--- src/rtl/dcs_pkg.sv ---
// Shared types and constants for the DLE/STX/ETX character stuffer.
// No dependencies; imported by every module of the block.
package dcs_pkg;

	// Framing characters
	localparam logic [7:0] CH_D = 8'h64;
	localparam logic [7:0] CH_L = 8'h6C;
	localparam logic [7:0] CH_E = 8'h65;
	localparam logic [7:0] CH_S = 8'h73;
	localparam logic [7:0] CH_T = 8'h74;
	localparam logic [7:0] CH_X = 8'h78;

	// Index of the final byte in the header/trailer and in the doubled dle
	localparam logic [2:0] FRAME_SEQ_END = 3'd5;
	localparam logic [2:0] DLE_SEQ_END   = 3'd2;

	// Input beat
	typedef struct packed {
		logic [7:0] data_byte;
		logic       frame_first;
		logic       frame_last;
	} item_t;

	// Result beat
	typedef struct packed {
		logic [7:0] out_byte;
		logic       run_last;
	} res_t;

	// Classified command handed from the front to the back
	typedef struct packed {
		logic [7:0] data_byte;
		logic       hdr;
		logic       dle;
		logic       trl;
	} cmd_t;

	// Match tracker codes
	typedef enum logic [1:0] {
		MP_NONE = 2'd0,
		MP_D    = 2'd1,
		MP_DL   = 2'd2
	} match_t;

	// Emit sequencer phases
	typedef enum logic [2:0] {
		PH_START,
		PH_HDR,
		PH_BYTE,
		PH_DLE,
		PH_TRL
	} phase_t;

	// Header "dlestx"
	function automatic logic [7:0] hdr_byte(input logic [2:0] idx);
		logic [7:0] b;
		case (idx)
			3'd0: b = CH_D;
			3'd1: b = CH_L;
			3'd2: b = CH_E;
			3'd3: b = CH_S;
			3'd4: b = CH_T;
			3'd5: b = CH_X;
			default: b = CH_X;
		endcase
		return b;
	endfunction

	// Trailer "dleetx"
	function automatic logic [7:0] trl_byte(input logic [2:0] idx);
		logic [7:0] b;
		case (idx)
			3'd0: b = CH_D;
			3'd1: b = CH_L;
			3'd2: b = CH_E;
			3'd3: b = CH_E;
			3'd4: b = CH_T;
			3'd5: b = CH_X;
			default: b = CH_X;
		endcase
		return b;
	endfunction

	// Doubled "dle"
	function automatic logic [7:0] dle_byte(input logic [2:0] idx);
		logic [7:0] b;
		case (idx)
			3'd0: b = CH_D;
			3'd1: b = CH_L;
			default: b = CH_E;
		endcase
		return b;
	endfunction

endpackage

--- src/rtl/dcs_front.sv ---
// Front end: takes input beats, runs the dle match tracker, builds commands.
// Depends on dcs_pkg.
module dcs_front import dcs_pkg::*; (
	input  logic  clk,
	input  logic  arst_n,
	input  logic  valid,
	input  logic  q_full,
	input  item_t item,
	output logic  stall,
	output logic  push,
	output cmd_t  cmd
);

	match_t match_q;
	match_t p_cur;
	match_t p_next;
	logic   done;

	assign stall = q_full;
	assign push  = valid && !q_full;

	// Tracker update; a new frame drops any partial match
	always_comb begin
		p_cur = item.frame_first ? MP_NONE : match_q;
		done  = 1'b0;
		if (p_cur == MP_DL && item.data_byte == CH_E) begin
			done   = 1'b1;
			p_next = MP_NONE;
		end else if (p_cur == MP_D && item.data_byte == CH_L) begin
			p_next = MP_DL;
		end else if (item.data_byte == CH_D) begin
			p_next = MP_D;
		end else begin
			p_next = MP_NONE;
		end
		if (item.frame_last) begin
			p_next = MP_NONE;
		end
	end

	always_comb begin
		cmd.data_byte = item.data_byte;
		cmd.hdr       = item.frame_first;
		cmd.dle       = done;
		cmd.trl       = item.frame_last;
	end

	always_ff @(posedge clk or negedge arst_n) begin
		if (!arst_n) begin
			match_q <= MP_NONE;
		end else if (push) begin
			match_q <= p_next;
		end
	end

endmodule

--- src/rtl/dcs_queue.sv ---
// Short command queue between the front and the back end.
// Depends on dcs_pkg for the command type.
module dcs_queue import dcs_pkg::*; #(
	parameter int DEPTH = 4
) (
	input  logic                       clk,
	input  logic                       arst_n,
	input  logic                       push,
	input  cmd_t                       wr_cmd,
	input  logic                       pop,
	output logic                       full,
	output logic                       not_empty,
	output cmd_t                       head,
	output logic [$clog2(DEPTH+1)-1:0] count
);

	localparam int AW = (DEPTH > 1) ? $clog2(DEPTH) : 1;
	localparam int CW = $clog2(DEPTH + 1);
	localparam logic [AW-1:0] LAST_SLOT = AW'(DEPTH - 1);
	localparam logic [CW-1:0] FULL_CNT  = CW'(DEPTH);

	cmd_t          slot_q [DEPTH];
	logic [AW-1:0] wr_ptr_q;
	logic [AW-1:0] rd_ptr_q;
	logic [CW-1:0] cnt_q;
	logic          do_push;
	logic          do_pop;

	assign full      = (cnt_q == FULL_CNT);
	assign not_empty = (cnt_q != '0);
	assign head      = slot_q[rd_ptr_q];
	assign count     = cnt_q;
	assign do_push   = push && !full;
	assign do_pop    = pop && not_empty;

	// Pointers and fill count
	always_ff @(posedge clk or negedge arst_n) begin
		if (!arst_n) begin
			wr_ptr_q <= '0;
			rd_ptr_q <= '0;
			cnt_q    <= '0;
		end else begin
			if (do_push) begin
				wr_ptr_q <= (wr_ptr_q == LAST_SLOT) ? '0 : wr_ptr_q + AW'(1);
			end
			if (do_pop) begin
				rd_ptr_q <= (rd_ptr_q == LAST_SLOT) ? '0 : rd_ptr_q + AW'(1);
			end
			if (do_push && !do_pop) begin
				cnt_q <= cnt_q + CW'(1);
			end else if (do_pop && !do_push) begin
				cnt_q <= cnt_q - CW'(1);
			end
		end
	end

	// Storage, no reset needed
	always_ff @(posedge clk) begin
		if (do_push) begin
			slot_q[wr_ptr_q] <= wr_cmd;
		end
	end

endmodule

--- src/rtl/dcs_back.sv ---
// Back end: walks one command through header, byte, doubled dle and trailer,
// one output byte per cycle into the output register while not stalled. Depends on dcs_pkg.
module dcs_back import dcs_pkg::*; (
	input  logic clk,
	input  logic arst_n,
	input  logic head_valid,
	input  cmd_t head,
	output logic pop,
	output logic valid,
	input  logic stall,
	output res_t res
);

	phase_t     phase_q;
	phase_t     phase_eff;
	phase_t     phase_next;
	logic [2:0] idx_q;
	logic [2:0] idx_next;
	logic       seg_end;
	logic       cmd_end;
	logic       adv;
	logic [7:0] byte_cur;
	logic       out_valid_q;
	res_t       out_q;

	assign adv = head_valid && (!out_valid_q || !stall);

	// A fresh command opens with the header only when it starts a frame
	always_comb begin
		phase_eff = phase_q;
		if (phase_q == PH_START) begin
			phase_eff = head.hdr ? PH_HDR : PH_BYTE;
		end
	end

	// Outputs of the sequencer: current byte and segment ends
	always_comb begin
		byte_cur = head.data_byte;
		seg_end  = 1'b1;
		cmd_end  = 1'b0;
		case (phase_eff)
			PH_HDR: begin
				byte_cur = hdr_byte(idx_q);
				seg_end  = (idx_q == FRAME_SEQ_END);
			end
			PH_BYTE: begin
				byte_cur = head.data_byte;
				seg_end  = 1'b1;
				cmd_end  = !head.dle && !head.trl;
			end
			PH_DLE: begin
				byte_cur = dle_byte(idx_q);
				seg_end  = (idx_q == DLE_SEQ_END);
				cmd_end  = seg_end && !head.trl;
			end
			PH_TRL: begin
				byte_cur = trl_byte(idx_q);
				seg_end  = (idx_q == FRAME_SEQ_END);
				cmd_end  = seg_end;
			end
			default: begin
				byte_cur = head.data_byte;
				seg_end  = 1'b1;
				cmd_end  = 1'b0;
			end
		endcase
	end

	// Next state of the sequencer
	always_comb begin
		phase_next = phase_eff;
		idx_next   = idx_q + 3'd1;
		if (seg_end) begin
			idx_next = 3'd0;
			case (phase_eff)
				PH_HDR:  phase_next = PH_BYTE;
				PH_BYTE: phase_next = head.dle ? PH_DLE : (head.trl ? PH_TRL : PH_START);
				PH_DLE:  phase_next = head.trl ? PH_TRL : PH_START;
				PH_TRL:  phase_next = PH_START;
				default: phase_next = PH_START;
			endcase
		end
	end

	assign pop = adv && cmd_end;

	always_ff @(posedge clk or negedge arst_n) begin
		if (!arst_n) begin
			phase_q <= PH_START;
			idx_q   <= 3'd0;
		end else if (adv) begin
			phase_q <= phase_next;
			idx_q   <= idx_next;
		end
	end

	// Output register; refills while the receiver takes the held beat
	always_ff @(posedge clk or negedge arst_n) begin
		if (!arst_n) begin
			out_valid_q <= 1'b0;
		end else if (!out_valid_q || !stall) begin
			out_valid_q <= head_valid;
		end
	end

	always_ff @(posedge clk) begin
		if (adv) begin
			out_q.out_byte <= byte_cur;
			out_q.run_last <= cmd_end;
		end
	end

	assign valid = out_valid_q;
	assign res   = out_q;

endmodule

--- src/rtl/dle_character_stuffer_unit.sv ---
// DLE/STX/ETX character stuffer, sender side.
// Input beats carry one payload byte with first/last frame marks; result
// beats carry one stuffed byte each, run_last set on the final byte that an
// input beat causes.
// A first byte is preceded by the header "dlestx", a byte that completes a
// non-overlapping "dle" is followed by another "dle", and a last byte is
// followed by the trailer "dleetx". One input beat yields 1 to 13 bytes.
// With the queue empty and no stall, the first byte of a beat passes
// through the command queue and then the output register.
// Throughput: the output register moves one byte per cycle while the
// receiver does not stall. The command queue (QDEPTH entries) lets input
// beats be taken while the back end is busy.
// When the receiver stalls, the held result beat stays put; input is
// stalled only once the queue is full.
// Reset clears the match tracker, the queue and the output register; no
// beat is lost or invented across stalls.
// Depends on dcs_pkg, dcs_front, dcs_queue, dcs_back.
module dle_character_stuffer_unit import dcs_pkg::*; #(
	parameter int QDEPTH = 4
) (
	input  logic  clk,
	input  logic  arst_n,
	input  logic  item_valid,
	output logic  item_stall,
	input  item_t item,
	output logic  res_valid,
	input  logic  res_stall,
	output res_t  res
);

	localparam int CW = $clog2(QDEPTH + 1);

	logic          push;
	logic          pop;
	logic          q_full;
	logic          q_not_empty;
	cmd_t          wr_cmd;
	cmd_t          head;
	logic [CW-1:0] q_count;

	dcs_front u_front (
		.clk    (clk),
		.arst_n (arst_n),
		.valid  (item_valid),
		.q_full (q_full),
		.item   (item),
		.stall  (item_stall),
		.push   (push),
		.cmd    (wr_cmd)
	);

	dcs_queue #(
		.DEPTH (QDEPTH)
	) u_queue (
		.clk       (clk),
		.arst_n    (arst_n),
		.push      (push),
		.wr_cmd    (wr_cmd),
		.pop       (pop),
		.full      (q_full),
		.not_empty (q_not_empty),
		.head      (head),
		.count     (q_count)
	);

	dcs_back u_back (
		.clk        (clk),
		.arst_n     (arst_n),
		.head_valid (q_not_empty),
		.head       (head),
		.pop        (pop),
		.valid      (res_valid),
		.stall      (res_stall),
		.res        (res)
	);

`ifndef SYNTHESIS
	// Fill count never exceeds the queue depth
	a_count_bound: assert property (@(posedge clk) disable iff (!arst_n)
		q_count <= CW'(QDEPTH))
		else $error("queue count above depth");

	// A push without a pop grows the queue by exactly one
	a_count_push: assert property (@(posedge clk) disable iff (!arst_n)
		(push && !pop) |=> (q_count == $past(q_count) + CW'(1)))
		else $error("queue count did not follow push");

	// The back end only pops a command it holds
	a_pop_nonempty: assert property (@(posedge clk) disable iff (!arst_n)
		pop |-> q_not_empty)
		else $error("pop from empty queue");

	// A stalled result beat holds its value
	a_res_hold: assert property (@(posedge clk) disable iff (!arst_n)
		(res_valid && res_stall) |=> (res_valid && $stable(res)))
		else $error("stalled result beat changed");
`endif

endmodule

--- config.mk ---
export PLATFORM = sky130hd
export DESIGN_NAME = dle_character_stuffer_unit
export DESIGN_NICKNAME = d
export VERILOG_FILES = /design/src/rtl/dcs_pkg.sv /design/src/rtl/dcs_front.sv /design/src/rtl/dcs_queue.sv /design/src/rtl/dcs_back.sv /design/src/rtl/dle_character_stuffer_unit.sv
export SDC_FILE = /design/constraint.sdc
export NUM_CORES = 1
export LEC_CHECK = 0
export BUFFER_PORTS_ARGS = -buffer_cell sky130_fd_sc_hd__buf_2
export CAP_MARGIN = 20
export CORE_AREA = 2 2 74 76
export DETAILED_ROUTE_END_ITERATION = 8
export DIE_AREA = 0 0 76 78
export PLACE_DENSITY = 0.86
export RECOVER_POWER = 25
export SYNTH_ARGS = -nofsm -noshare
export SYNTH_HDL_FRONTEND = slang
export SYNTH_SLANG_ARGS = --single-unit
--- constraint.sdc ---
create_clock -name clk -period 6.4 [get_ports clk]
set_clock_uncertainty 0.2 [all_clocks]
set_input_delay 0.32 -clock clk [delete_from_list [all_inputs] [get_ports clk]]
set_output_delay 0.32 -clock clk [all_outputs]
set_load 0.005 [all_outputs]
# [Word level (Yosys, flattened, before mapping)]
# Memory sizes are Yosys's and may differ from the RTL's.
# Cells that the tools add are included.
[totals] reg_bits=25 ramBits=44 inputBits=14 output_inout_bits=11 word_cells=82 mem_count=1
[classes] n_addsub=5 eq_ne=17 mux=25 n_reduce_logical=25
[memory_table] name="u_queue.slot_q" depth=4 width=11 rd=1 rd_clocked_by_memory_dff=0 wr=1 line_no="dcs_queue.sv:22" text="cmd_t slot_q [DEPTH];"
[ops] cell="$pmux W5 S5" count=1
[ops] cell="$eq A8 B7 Y1 const B" count=3
[ops] cell="$pmux W8 S3" count=1
[ops] cell="$mux W3" count=7
[ops] cell="$pmux W5 S4" count=1
[ops] cell="$mux W2" count=7
[ops] cell="$eq A3 B2 Y1 const B" count=4
[ops] cell="$eq A3 B3 Y1 const B" count=4
[ops] cell="$logic_and A1 B1 Y1" count=11
[ops] cell="$pmux W3 S3" count=1
[ops] cell="$pmux W4 S2" count=1
[ops] cell="$logic_not A1 Y1" count=7
[ops] cell="$add A3 B1 Y3 const B" count=2
[ops] cell="$eq A2 B2 Y1 const B" count=3
[ops] cell="$eq A3 B1 Y1 const B" count=2
[ops] cell="$logic_not A3 Y1" count=2
[ops] cell="$add A2 B1 Y2 const B" count=2
[ops] cell="$mux W1" count=4
[ops] cell="$reduce_or A2 Y1" count=2
[ops] cell="$pmux W1 S3" count=1
[ops] cell="$reduce_bool A3 Y1" count=1
[ops] cell="$sub A3 B1 Y3 const B" count=1
[ops] cell="$eq A2 B1 Y1 const B" count=1
[ops] cell="$pmux W1 S2" count=1
[ops] cell="other kinds (2)" count=2

# [Longest topological paths before layout]
# An unclocked memory read counts as a cell.
[depth] ltp_word=10 ltp_mapped=13

# [Cells and area by module]
# Synthesis repeated with hierarchy kept, for this count alone.
[hier_totals] cells_unflattened=215 hier_area_um2=3281.9
[modules_own_cells] module="dcs_queue" n_inst=1 cells_each=94 area_each_um2=2089.5
[modules_own_cells] module="dcs_back" n_inst=1 cells_each=93 area_each_um2=948.4
[modules_own_cells] module="dcs_front" n_inst=1 cells_each=28 area_each_um2=244.0

# [Least setup slack after synthesis]
# OpenSTA, ideal clock, no wires.
[synth_timing] path_kind="register to register" from="register u_queue.rd_ptr_q[0]" to="register u_queue.cnt_q[1], in the netlist u_queue.count[1]" arrival_ps=2489 required_time_ps=6075 setup_slack_ps=3586 stages_incl_launch_ff=11 synth_period_minus_slack_ps=2814 path_cell_list="dfrtp_1 buf_6 mux4_2 a41o_1 o31ai_4 and2_4 inv_1 ha_1 inv_1 fa_1 mux2_2"
[synth_between] elab_chain_cells=10
[synth_lines] element="start, declared" line_no="dcs_queue.sv:24" text="logic [AW-1:0] rd_ptr_q;"
[synth_lines] element="start signal, assigned" line_no="dcs_queue.sv:47" text="rd_ptr_q <= (rd_ptr_q == LAST_SLOT) ? '0 : rd_ptr_q + AW'(1);"
[synth_lines] element="$mem_v2 Z4 W11 *"
[synth_lines] element="$mux W2" line_no="dcs_back.sv:32" text="phase_eff = head.hdr ? PH_HDR : PH_BYTE;"
[synth_lines] element="$mux W3" line_no="dcs_back.sv:31" text="if (phase_q == PH_START) begin"
[synth_lines] element="$eq A3 B3 Y1 or $eq A3 B2 Y1 (tied branches)" line_no="dcs_back.sv:41" text="case (phase_eff)"
[synth_lines] element="$pmux W1 S3 *" line_no="dcs_back.sv:41"
[synth_lines] element="named net u_back.cmd_end" line_no="dcs_back.sv:20" text="logic cmd_end;"
[synth_lines] element="$logic_and A1 B1 Y1 *" line_no="dcs_back.sv:85" text="assign pop = adv && cmd_end;"
[synth_lines] element="$logic_and A1 B1 Y1 *" line_no="dcs_queue.sv:34" text="assign do_pop = pop && not_empty;"
[synth_lines] element="$logic_not A1 Y1" line_no="dcs_queue.sv:49" text="if (do_push && !do_pop) begin"
[synth_lines] element="$logic_and A1 B1 Y1" line_no="dcs_queue.sv:49"
[synth_lines] element="$mux W3 or $reduce_bool A2 Y1 (tied branches)"
[synth_lines] element="end signal, assigned" line_no="dcs_queue.sv:50" text="cnt_q <= cnt_q + CW'(1);"
[synth_lines] element="end signal, assigned" line_no="dcs_queue.sv:52" text="cnt_q <= cnt_q - CW'(1);"
[synth_lines] element="end, declared" line_no="dcs_queue.sv:25" text="logic [CW-1:0] cnt_q;"
# Mark *: on every way through the listed nets, which the timed path passes. The rest lies on a longest branch.
# A chain may end at the register's enable or synchronous reset.

# [Final worst setup path]
# Ends and elaborated chain as after synthesis.

==> flow_summary_export.csv <==
group,metric,value,unit
critical_path,critPathSlowestCell,"dfrtp_1",
yosys,syn_inst,219,
sta,finalMaxSlewViolations,0,
grt,grt_max_degree,19,
yosys,synth_top_cells_by_area,"edfxtp_1 (50%), dfrtp_1 (13%), mux4_2 (5.7%), ha_1 (4.4%), inv_1 (2.0%)",
critical_path,cp_cell_sequence,"mux4_2, a41o_1, o31ai_4, and2_4, inv_1, ha_1, inv_1, fa_1, mux2_2",
yosys,syn_area,3160,um2
die,core_area,5040,um2
worst_hold_path,hold_class,"primary input to register",
yosys,yosys.area.top_type,"edfxtp_1",
final_layout,final_net_count,279,
route,met1Wirelength,2470,um
yosys,synth_edf_count,53,
cts,tritoncts,"done",
cts,cts-root-buf,"clkbuf_8",
yosys,synth_most_common_cell,"edfxtp_1",
die,rows,26,
final_layout,syn_to_final_growth,14.6,%
pwr,power-per-cell-area,480,nW/um2
yosys,yosysTopAreaCellShare,50.4,%
critical_path,critPathTopFamily,"multiplexers",
grt,grt_use_total,21.6,%
sta,layout_min_cycle_time,3.46,ns
yosys,synth-compound-area-share,7.72,%
yosys,synth_top_family_by_area,"multiplexers",
yosys,ys_types,50,
die,initial_core_util,62.7,%
pwr,p_leak,1.36,nW
cts,clkLatencyLatePin,0.34,ns
die,io_pins,25,
critical_path,cp-end-kind,"register",
critical_path,rr_worst_depth,9,
cts,cts_setup_buffers,0,
route,via_per_inst,5.78,
yosys,syn_avg_cell_area,14.4,um2
yosys,synth-xor-area-share,0.831,%
route,routed-via-count,1890,
route,met3_length,295,um
critical_path,crit_type,"register to register",
route,post_drt_wl_per_cell,17.6,um
route,drtIter0Drc,157,
place,port_buffers,24,
cts,cts_max_level,3,
cts,clk_pin_slew,0.07,ns
route,first_pass_iters,4,
sta,fin_crit_sh,54.0,%
critical_path,reg2reg_slack,2.94,ns
pwr,power.total,1.74,mW
place,dp_hpwl,3780,um
critical_path,cp_data_arrival_time,3.49,ns
yosys,syn-num-nets,245,
place,gp_congestion,0.829,
sta,whs,0.0980,ns
sta,setup_tns,0,ns
sta,finalHoldViolCount,0,
final_layout,drive_gt1_share,19.8,%
cts,clockBufferDepth,2,
cts,cts_made_buffers,9,
yosys,synth_common_cells,"edfxtp_1 (53), inv_1 (17), dfrtp_1 (16)",
critical_path,cp.depth,9,
final_layout,nFillCells,327,
yosys,ys_ff_latch,69,
yosys,async_flop_share,23.2,%
cts,cts.sinks,69,
grt,antenna_found_initial,0,
yosys,synthAdderAreaFrac,4.99,%
final_layout,antenna_cells,0,
critical_path,required,6.43,ns
route,dr.max_layer_used,"met4",
outcome,status,"finished, final reports clean",
grt,grt_pass1_wl,9400,um
sta,setup_violations,0,
grt,grt-ovfl-total,0,
flow_run,cap_violations,0,
sta,rsz0062_at_grt,"no",
yosys,ys.flop_type,"edfxtp_1",
grt,grt_pass1_vias,1902,
die,die_w,76,um
route,drt-total-wl,5770,um
route,drtAntennaViolNets,0,
worst_hold_path,holdPathStages,1,
sta,fmax,0.289,GHz
critical_path,worst-path-buf-inv,2,
yosys,seq_area_frac_synth,63.0,%
yosys,muxShareOfSynthArea,10.6,%
yosys,yosysWarnings,0,
route,drc,0,
die,dieArea,5930,um2
pwr,ir_drop,0.000271,V
die,dieHeight,78,um
sta,tightest_slew,0.908,ns
critical_path,cp-start-kind,"register",
sta,max-slew-margin-rel,39.5,%
critical_path,crit_fanout,18,
yosys,synthSimpleGateAreaFrac,9.42,%
critical_path,crit_top_cell,"inv_1",
critical_path,max_stage_delay,0.88,ns
route,wl_met2,2890,um
## cells by family (layout without fill, tap and decap cells)
| logic type | after synthesis | after routing |
|---|---|---|
| xor gates and xnor gates | 3 | 3 |
| muxes | 19 | 19 |
| adders and majority gates | 12 | 12 |
| buffers and inverters | 25 | 63 |
| and+or+nand+nor | 57 | 57 |
| DFF | 69 | 69 |
| AOI/OAI and AO/OA | 34 | 34 |
## where the power goes
part           switching [mW]  internal [mW]  total (mW)
Clock                   0.159          0.257       0.416
Sequential              0.119          0.631       0.751
Combinational           0.299          0.273       0.571
## path summary, 6_finish.rpt
kind	to	from
max reg2reg	u_queue.count[1]	u_queue.rd_ptr_q[0]
min in group asynchronous	u_back.phase_q[0]	arst_n
max	u_queue.count[1]	u_queue.rd_ptr_q[0]
min reg2reg	u_back.valid	u_back.valid
max in group asynchronous	u_queue.wr_ptr_q[1]	arst_n
min	u_queue.slot_q[1][2]	item[1]
## per-stage QoR
stage          util [%]  setup slack [ns]  cell area [um2]  instances
4_1_cts            72.0              2.92             3630        327
6_report           71.8              2.94             3620        327
5_1_grt            71.8              2.76             3620        327
3_3_place_gp       65.9              3.03             3320        305
2_1_floorplan         -              3.59             3160        219
3_5_place_dp       65.9              2.95             3320        305
## per-layer routing
layer  GRT usage [%]  vias up
met1            26.7      928
met5               0        -
li1                -      887
met4            9.64        0
met3            5.81       11
met2            36.0       64
## cell usage in the layout (no fill, tap or decap), drive strengths merged, types with 2 or more instances in the layout
cell type,n
clkbuf,16
and2,5
nand2b,3
mux2,4
dfrtp,16
nand2,12
or4,2
or2,4
mux2i,5
edfxtp,53
nor3b,3
nor2,14
nor3,2
o21ai,11
bufinv,3
clkinv,3
nor2b,2
nand3,4
a21oi,7
xor2,2
ha,11
inv,17
mux4,10
o221ai,3
dlygate4sd3,7
nor4,2
buf,17
## registers in the layout (all words and copies together), names as in the netlist
name,count
u_back.phase_q,3
u_queue.wr_ptr_q,2
u_front.match_q,2
u_queue.count,3
u_back.idx_q,3
u_queue.slot_q,44
u_back.res,9
u_queue.rd_ptr_q,2
u_back.valid,1
## timing repair
action                                 4_1_cts  5_1_grt
hold buffers                                 7        0
endpoints found under the hold margin       37        0
gates resized for setup                      0        0
## layout make-up
class,count,area (um2),area share [%]
Clock buffer,9,124,3.42
Clock inverter,6,113,3.11
Inverter,17,63.8,1.76
Multi-Input combinational cell,125,1060,29.3
Sequential cell,69,1990,55.0
Tap cell,70,87.6,2.42
Timing Repair Buffer,31,181,5.01
No activity file was read; power rests on OpenSTA's default activity.
